==> src/hdl/vcs_pkg.sv <==
package vcs_pkg;

    // request function codes (s_tuser)
    localparam logic [1:0] FUNC_STEP   = 2'd0;
    localparam logic [1:0] FUNC_RELOAD = 2'd1;
    localparam logic [1:0] FUNC_SNAP   = 2'd2;

    // chase mode codes
    localparam logic [7:0] MODE_SNAP      = 8'd0;
    localparam logic [7:0] MODE_CHASE     = 8'd1;
    localparam logic [7:0] MODE_LERP_FINE = 8'd2;
    localparam logic [7:0] MODE_LERP      = 8'd4;

    // bit cleared from the held mode on an unknown mode
    localparam logic [7:0] MODE_CLEAR_MASK = 8'hF7;

    // step counter
    localparam int         CNT_WIDTH    = 10;
    localparam logic [9:0] CNT_MAX_FINE = 10'h3FF;
    localparam logic [9:0] CNT_MAX      = 10'h0FF;

    // lerp weight totals
    localparam logic [10:0] WEIGHT_FINE = 11'h400;
    localparam logic [10:0] WEIGHT      = 11'h100;

    // per-axis operation codes
    localparam logic [1:0] AXIS_HOLD  = 2'd0;
    localparam logic [1:0] AXIS_SNAP  = 2'd1;
    localparam logic [1:0] AXIS_CHASE = 2'd2;
    localparam logic [1:0] AXIS_LERP  = 2'd3;

    // control from the sequencer to each axis unit
    typedef struct packed {
        logic [1:0]           op;
        logic                 fine;
        logic [CNT_WIDTH-1:0] weight;
    } axis_ctrl_t;

endpackage

==> src/hdl/vcs_axis.sv <==
module vcs_axis #(
    parameter int COORD_WIDTH = 24
) (
    input  vcs_pkg::axis_ctrl_t             ctrl,
    input  logic signed [COORD_WIDTH-1:0]   view,
    input  logic signed [COORD_WIDTH-1:0]   target,
    output logic signed [COORD_WIDTH-1:0]   view_next
);

    localparam int W  = COORD_WIDTH;
    localparam int CW = W + 3;   // chase sum width
    localparam int PW = W + 12;  // product width
    localparam int SW = W + 13;  // lerp sum width

    localparam logic [W-1:0] SAT_MAX = {1'b0, {(W-1){1'b1}}};
    localparam logic [W-1:0] SAT_MIN = {1'b1, {(W-1){1'b0}}};

    logic signed [W:0]    diff;
    logic signed [W+1:0]  bias;
    logic signed [W+1:0]  step;
    logic signed [CW-1:0] chase_sum;
    logic signed [W-1:0]  chase_sat;

    logic signed [W-1:0]  lerp_a;
    logic signed [W-1:0]  lerp_b;
    logic [10:0]          comp;
    logic signed [PW-1:0] a_ext;
    logic signed [PW-1:0] b_ext;
    logic signed [PW-1:0] comp_ext;
    logic signed [PW-1:0] wt_ext;
    logic signed [PW-1:0] prod_a;
    logic signed [PW-1:0] prod_b;
    logic signed [SW-1:0] lerp_sum;
    logic signed [SW-1:0] lerp_round;
    logic signed [SW-1:0] lerp_quot;
    logic signed [W-1:0]  lerp_sat;
    logic signed [W:0]    near_diff;
    logic                 near;

    // chase: step by ceil(d/32) when positive, floor((d-31)/32) otherwise
    always_comb begin
        diff      = {target[W-1], target} - {view[W-1], view};
        bias      = (diff > 0) ? ({diff[W], diff} + (W+2)'(31))
                               : ({diff[W], diff} - (W+2)'(31));
        step      = bias >>> 5;
        chase_sum = {{3{view[W-1]}}, view} + {step[W+1], step};
        if (chase_sum[CW-1:W-1] == {(CW-W+1){chase_sum[CW-1]}}) begin
            chase_sat = chase_sum[W-1:0];
        end else begin
            chase_sat = chase_sum[CW-1] ? SAT_MIN : SAT_MAX;
        end
    end

    // lerp: weighted sum of view and target, truncated toward zero by 256
    always_comb begin
        lerp_a   = ctrl.fine ? (view >>> 2) : view;
        lerp_b   = ctrl.fine ? (target >>> 2) : target;
        comp     = (ctrl.fine ? vcs_pkg::WEIGHT_FINE : vcs_pkg::WEIGHT) - {1'b0, ctrl.weight};
        a_ext    = {{(PW-W){lerp_a[W-1]}}, lerp_a};
        b_ext    = {{(PW-W){lerp_b[W-1]}}, lerp_b};
        comp_ext = {{(PW-11){1'b0}}, comp};
        wt_ext   = {{(PW-vcs_pkg::CNT_WIDTH){1'b0}}, ctrl.weight};
        prod_a   = a_ext * comp_ext;
        prod_b   = b_ext * wt_ext;
        lerp_sum = {prod_a[PW-1], prod_a} + {prod_b[PW-1], prod_b};
        lerp_round = lerp_sum[SW-1] ? (lerp_sum + SW'(255)) : lerp_sum;
        lerp_quot  = lerp_round >>> 8;
        if (lerp_quot[SW-1:W-1] == {(SW-W+1){lerp_quot[SW-1]}}) begin
            lerp_sat = lerp_quot[W-1:0];
        end else begin
            lerp_sat = lerp_quot[SW-1] ? SAT_MIN : SAT_MAX;
        end
        near_diff = {lerp_sat[W-1], lerp_sat} - {target[W-1], target};
        near      = (near_diff >= -128) && (near_diff <= 128);
    end

    // select the axis result
    always_comb begin
        unique case (ctrl.op)
            vcs_pkg::AXIS_HOLD:  view_next = view;
            vcs_pkg::AXIS_SNAP:  view_next = target;
            vcs_pkg::AXIS_CHASE: view_next = chase_sat;
            vcs_pkg::AXIS_LERP:  view_next = near ? target : lerp_sat;
            default:             view_next = view;
        endcase
    end

endmodule

==> src/hdl/viewport_chase_smoother.sv <==
// channel   | signals                          | contents
// ----------+----------------------------------+--------------------------------------
// s_ (in)   | s_tvalid s_tready s_tdata s_tuser| target_x, target_y; tuser = func
// m_ (out)  | m_tvalid m_tready m_tdata        | view_x, view_y, mode_now
// cfg       | cfg_valid cfg_ready cfg_data     | load_chase_mode
//
// one request per cycle sustained while m_tready holds; a request goes through the input register,
// then one pass through the axis units into the result register
// the viewport, counter and mode feed back within that single pass
// reset (aresetn low, synchronous) clears the viewport, counter, modes and valids
// a stalled result holds m_tdata; s_tready drops only while both registers are full
module viewport_chase_smoother #(
    parameter int COORD_WIDTH = 24
) (
    input  logic                            aclk,
    input  logic                            aresetn,
    input  logic                            s_tvalid,
    output logic                            s_tready,
    // target_x, target_y (lowest first), zero padded to bytes
    input  logic [((2*COORD_WIDTH+7)/8)*8-1:0] s_tdata,
    // func
    input  logic [1:0]                      s_tuser,
    output logic                            m_tvalid,
    input  logic                            m_tready,
    // view_x, view_y, mode_now (lowest first), zero padded to bytes
    output logic [((2*COORD_WIDTH+15)/8)*8-1:0] m_tdata,
    input  logic                            cfg_valid,
    output logic                            cfg_ready,
    input  logic [7:0]                      cfg_data
);

    localparam int W      = COORD_WIDTH;
    localparam int MDATA  = ((2*W+15)/8)*8;
    localparam int MPAD   = MDATA - (2*W+8);

    logic                  in_valid_reg;
    logic [1:0]            in_func_reg;
    logic signed [W-1:0]   in_tx_reg;
    logic signed [W-1:0]   in_ty_reg;

    logic signed [W-1:0]   vx_reg;
    logic signed [W-1:0]   vy_reg;
    logic [vcs_pkg::CNT_WIDTH-1:0] cnt_reg;
    logic [vcs_pkg::CNT_WIDTH-1:0] cnt_next;
    logic [7:0]            mode_reg;
    logic [7:0]            mode_next;
    logic [7:0]            load_mode_reg;

    logic                  out_valid_reg;
    logic [MDATA-1:0]      out_data_reg;

    logic                  out_free;
    logic                  fire;
    vcs_pkg::axis_ctrl_t   ctrl;
    logic signed [W-1:0]   vx_next;
    logic signed [W-1:0]   vy_next;

    // handshakes
    assign out_free  = !out_valid_reg || m_tready;
    assign fire      = in_valid_reg && out_free;
    assign s_tready  = !in_valid_reg || out_free;
    assign cfg_ready = 1'b1;
    assign m_tvalid  = out_valid_reg;
    assign m_tdata   = out_data_reg;

    // configuration register
    always_ff @(posedge aclk) begin
        if (!aresetn) begin
            load_mode_reg <= '0;
        end else if (cfg_valid && cfg_ready) begin
            load_mode_reg <= cfg_data;
        end
    end

    // input register
    always_ff @(posedge aclk) begin
        if (!aresetn) begin
            in_valid_reg <= 1'b0;
        end else if (s_tready) begin
            in_valid_reg <= s_tvalid;
        end
    end

    always_ff @(posedge aclk) begin
        if (s_tvalid && s_tready) begin
            in_func_reg <= s_tuser;
            in_tx_reg   <= s_tdata[W-1:0];
            in_ty_reg   <= s_tdata[2*W-1:W];
        end
    end

    // sequencer: pick the axis operation, next counter and next mode
    always_comb begin
        ctrl.op     = vcs_pkg::AXIS_HOLD;
        ctrl.fine   = 1'b0;
        ctrl.weight = cnt_reg + 1'b1;
        cnt_next    = cnt_reg;
        mode_next   = mode_reg;
        unique case (in_func_reg)
            vcs_pkg::FUNC_STEP: begin
                unique case (mode_reg)
                    vcs_pkg::MODE_SNAP: begin
                        ctrl.op = vcs_pkg::AXIS_SNAP;
                    end
                    vcs_pkg::MODE_CHASE: begin
                        ctrl.op = vcs_pkg::AXIS_CHASE;
                    end
                    vcs_pkg::MODE_LERP_FINE: begin
                        if (cnt_reg < vcs_pkg::CNT_MAX_FINE) begin
                            ctrl.op   = vcs_pkg::AXIS_LERP;
                            ctrl.fine = 1'b1;
                            cnt_next  = cnt_reg + 1'b1;
                        end else begin
                            ctrl.op = vcs_pkg::AXIS_SNAP;
                        end
                    end
                    vcs_pkg::MODE_LERP: begin
                        if (cnt_reg < vcs_pkg::CNT_MAX) begin
                            ctrl.op  = vcs_pkg::AXIS_LERP;
                            cnt_next = cnt_reg + 1'b1;
                        end else begin
                            ctrl.op = vcs_pkg::AXIS_SNAP;
                        end
                    end
                    default: begin
                        ctrl.op   = vcs_pkg::AXIS_SNAP;
                        mode_next = mode_reg & vcs_pkg::MODE_CLEAR_MASK;
                    end
                endcase
            end
            vcs_pkg::FUNC_RELOAD: begin
                mode_next = load_mode_reg;
                cnt_next  = '0;
            end
            vcs_pkg::FUNC_SNAP: begin
                ctrl.op = vcs_pkg::AXIS_SNAP;
            end
            default: begin
                ctrl.op = vcs_pkg::AXIS_HOLD;
            end
        endcase
    end

    // axis datapaths
    vcs_axis #(.COORD_WIDTH(W)) u_axis_x (
        .ctrl      (ctrl),
        .view      (vx_reg),
        .target    (in_tx_reg),
        .view_next (vx_next)
    );

    vcs_axis #(.COORD_WIDTH(W)) u_axis_y (
        .ctrl      (ctrl),
        .view      (vy_reg),
        .target    (in_ty_reg),
        .view_next (vy_next)
    );

    // state update
    always_ff @(posedge aclk) begin
        if (!aresetn) begin
            vx_reg   <= '0;
            vy_reg   <= '0;
            cnt_reg  <= '0;
            mode_reg <= '0;
        end else if (fire) begin
            vx_reg   <= vx_next;
            vy_reg   <= vy_next;
            cnt_reg  <= cnt_next;
            mode_reg <= mode_next;
        end
    end

    // result register
    always_ff @(posedge aclk) begin
        if (!aresetn) begin
            out_valid_reg <= 1'b0;
        end else if (out_free) begin
            out_valid_reg <= in_valid_reg;
        end
    end

    always_ff @(posedge aclk) begin
        if (fire) begin
            out_data_reg <= {{MPAD{1'b0}}, mode_next, vy_next, vx_next};
        end
    end

endmodule

==> config.mk <==
export PLATFORM = sky130hd
export DESIGN_NAME = viewport_chase_smoother
export DESIGN_NICKNAME = d
export VERILOG_FILES = /design/src/hdl/vcs_pkg.sv /design/src/hdl/vcs_axis.sv /design/src/hdl/viewport_chase_smoother.sv
export SDC_FILE = /design/constraint.sdc
export NUM_CORES = 2
export LEC_CHECK = 0
export BUFFER_PORTS_ARGS = -buffer_cell sky130_fd_sc_hd__buf_2
export CAP_MARGIN = 20
export CELL_PAD_IN_SITES_DETAIL_PLACEMENT = 0
export CELL_PAD_IN_SITES_GLOBAL_PLACEMENT = 2
export CORE_MARGIN = 3
export CORE_UTILIZATION = 35
export CTS_CLUSTER_DIAMETER = 200
export DETAILED_ROUTE_END_ITERATION = 10
export GPL_TIMING_DRIVEN = 0
export PLACE_DENSITY_LB_ADDON = 0.1
export SYNTH_ARGS = -nofsm -noshare
export SYNTH_HDL_FRONTEND = slang
export SYNTH_HIERARCHICAL = 1
export SYNTH_SLANG_ARGS = --single-unit
==> constraint.sdc <==
create_clock -name aclk -period 16.55 [get_ports aclk]
set_clock_uncertainty 0.2 [all_clocks]
set_input_delay 1.655 -clock aclk [delete_from_list [all_inputs] [get_ports aclk]]
set_output_delay 1.655 -clock aclk [all_outputs]
set_load 0.005 [all_outputs]
==> key figures <==
Status
  • Outcome: completed

Setup path
  • Kind of critical path: register to register
  • CP peak stage delay: 0.62 ns
  • Setup crit start: cnt_reg[0]
  • Critical Path Fanout Max: 10
  • Setup crit end kind: register
  • Arr. time, crit path: 16.09 ns
  • CP required: 16.77 ns
  • Slowest stage cell, crit path: a211oi_1
  • Crit-path most repeated cell: fa_1
  • Startpoint Class: register
  • Reg2reg start: cnt_reg[0]
  • R2R depth: 57

Yosys
  • Largest area contributor in the netlist: fa_1
  • Post-synth top flop: edfxtp_1
  • Post-synthesis sequential area ratio: 0.08097
  • Largest family of logic cells by synthesized area: adder cells
  • XOR/XNOR share of the synthesized area: 0.03723
  • Most common cell in the netlist: inv_1
  • Post-Synth Adder-Cell Area: 0.4560
  • Synth Area in Simple Gates: 0.1775
  • Cells after Synth: 7,012
  • Synth cell types: 126
  • Top post-synthesis cells by area: fa_1 35%, ha_1 10%, inv_1 9.1%
  • Synth Warn #: 6
  • Post-synth EDFFs: 106
  • Async S/R FF share, synth: 0
  • Mapped Area: 58,100 um2
  • Post-synthesis compound-gate area fraction: 0.1317
  • Syn nets: 8,576
  • Share of the synthesized area in the top cell type: 0.3535
  • Seq cells post-synth: 182
  • Avg Synthesized Cell Area: 8.286 um2
  • Synth top cells by count: 1,407 x inv_1, 1,026 x fa_1, 923 x nand2_1
  • Fraction of synthesized area in multiplexers: 0.007688

Floorplan
  • Die height: 413.4 um
  • Die Area: 170,900 um2
  • Cell row count: 148
  • Core box area: 163,900 um2
  • Initial core utilization: 0.3545
  • I/O Pins: 122
  • Die W: 413.4 um

Place
  • I/O Buffers: 119
  • Post-DP Area: 62,180 um2
  • Gpl congestion: 0.9503
  • Final HPWL DP: 205,200 um

Detailed routing
  • First-pass DRT Iterations: 5
  • Starting DRT DRC Count: 4,190
  • Vias: 50,210
  • Drt drc: 0
  • DR WL/cell: 25.09 um
  • Routed WL: 237,300 um
  • ANT nets after route: 0
  • Vias per inst: 5.308

GRT
  • Vias in the first global route: 51,370
  • Antenna violations before repair: 8
  • Pin count of the biggest net entering global routing: 51
  • Congestion Overflow GR: 0
  • Gr usage total: 0.2797
  • First-pass GRT wire length: 350,700 um

Timing
  • Slew HR: 0.1929
  • Final hold viol count: 0
  • Final Max Tran Viols: 0
  • # setup viols final: 0
  • Worst-Margin Slew: 1.200 ns
  • Crit share post-route: 0.9588
  • Fmax achieved: 63.02 MHz
  • Fin crit period: 15.87 ns

Power
  • PD cells: 206.4 nW/um2
  • Internal power: 5.165 mW
  • Combinational power share: 0.925
  • Leakage: 28.52 nW
  • Net switching share of the total power: 0.6101
  • Final Power: 13.25 mW
  • Clock share of power: 0.033
  • VDD IR-drop max: 0.0003383 V
  • Sw Pwr: 8.083 mW
  • Reg power frac: 0.043

Clock tree
  • Hold-fix buffers, CTS: 0
  • CTS tree: built
  • Skew-Pair Late Insertion Delay: 0.49 ns
  • CTS root buffer: clkbuf_16
  • H-tree depth: 4
  • CTS Buf Count: 17
  • Sink Count: 182
  • CTS Buffer Depth: 2
  • Clock slew at reported path FFs: 0.09 ns

Layout
  • Finished Core Util: 0.3916
  • Largest register FFs: 56
  • Nets: 8,829
  • Share of cells above drive strength 1: 0.08436
  • Final non-filler cell area: 64,180 um2
  • Area grow syn2layout: 10.46%

Hold path
  • Min-delay src: vx_reg[23]
  • Tightest Hold Check Type: register to register
  • Hold Path Stages: 2

Job
  • Max-cap viol count: 0
metrics by stage:
stage,std cells,hold WS (ns),setup TNS [ns],setup WS (ns)
global route,9453,0.3094,-0.03433,-0.01471
CTS,9421,0.2941,0,0.006260
global placement,9306,0.2680,-260.85,-3.215
finish,9460,0.2888,0,0.6819
detailed placement,9378,0.2761,-189.38,-2.486
floorplan,7012,0.2497,0,2.173
metal layers:
metal | vias up | wire (um) | track usage
met3 | 179 | 14010 | 0.02961
met1 | 25830 | 117700 | 0.4343
met4 | 2 | 4387 | 0.04795
met5 | - | 13 | 0
met2 | 1457 | 101200 | 0.4208
li1 | 22740 | - | -
final timing paths:
path	to	slack, ns
worst max-delay path	vx_reg[10]	0.68
worst min-delay path	vx_reg[23]	0.29
worst max register to register	vx_reg[10]	0.68
worst min register to register	vx_reg[23]	0.29
kinds of logic after synthesis:
| group | Yosys count |
|---|---|
| simple gates | 2225 |
| buf+inv | 1671 |
| fa+ha+maj | 1502 |
| compound gates | 1146 |
| xor+xnor | 243 |
| flops | 182 |
| mux | 42 |
| other cells | 1 |
final cells by class:
cell class / count / area, um2
multi-input combinational: 5159 / 47980
clock inverter: 15 / 177.7
buffer: 252 / 1185
antenna: 7 / 17.52
tap: 2175 / 2721
clock buffer: 17 / 425.4
sequential: 182 / 4706
fill: 17230 / 99700
inverter: 1411 / 5308
timing repair buffer: 242 / 1659
power groups by stage:
stage	Combinational [mW]	Clock [mW]	Sequential (mW)
finish	12.3	0.432	0.563
global route	13.5	0.460	0.564
CTS	11.7	0.446	0.562
detailed placement	11.4	0	0.572
global placement	11.5	0	0.573
floorplan	8.10	0	0.543
worst max-delay path: cells and delay by family (launching register included):
family	cells	cell delay (ns)
fa+ha+maj	11	4.97
flops	1	0.37
compound gates	20	5.60
simple gates	12	2.07
buf+inv	14	2.52
placed cells by master, fill, tap and decap left out, types with 19 or more instances in the layout:
cell | synthesis | final
inv_1 | 1407 | 1406
fa_1 | 1026 | 1026
nand2_1 | 923 | 921
nor2_1 | 543 | 537
ha_1 | 475 | 472
a21oi_1 | 301 | 293
nor2b_1 | 203 | 202
o21ai_0 | 211 | 186
buf_2 | 22 | 163
clkbuf_1 | 214 | 139
xnor2_1 | 150 | 133
and2_1 | 114 | 112
edfxtp_1 | 106 | 106
nor3_1 | 97 | 93
a21o_1 | 92 | 92
buf_4 | 3 | 87
dfxtp_1 | 76 | 75
xor2_1 | 90 | 73
o21a_1 | 73 | 73
nand3_1 | 70 | 70
nand2b_1 | 49 | 49
a21boi_0 | 78 | 46
o21ai_1 | 31 | 44
clkbuf_2 | 1 | 44
o211ai_1 | 43 | 43
nand4_1 | 38 | 38
a31oi_1 | 35 | 31
mux2i_1 | 30 | 30
a21boi_1 | 3 | 29
and3_1 | 25 | 25
a211oi_1 | 30 | 25
or2_2 | 22 | 22
or3_1 | 24 | 22
buf_6 | 2 | 19
what timing repair did:
item                                    in CTS  in global routing
pin swaps                                   11                 26
resized for setup                          148                155
endpoints found under the setup margin      96                 96
cloned                                       0                  1
setup buffers                               17                 25
Note: power is estimated with default switching activity, not from simulation.
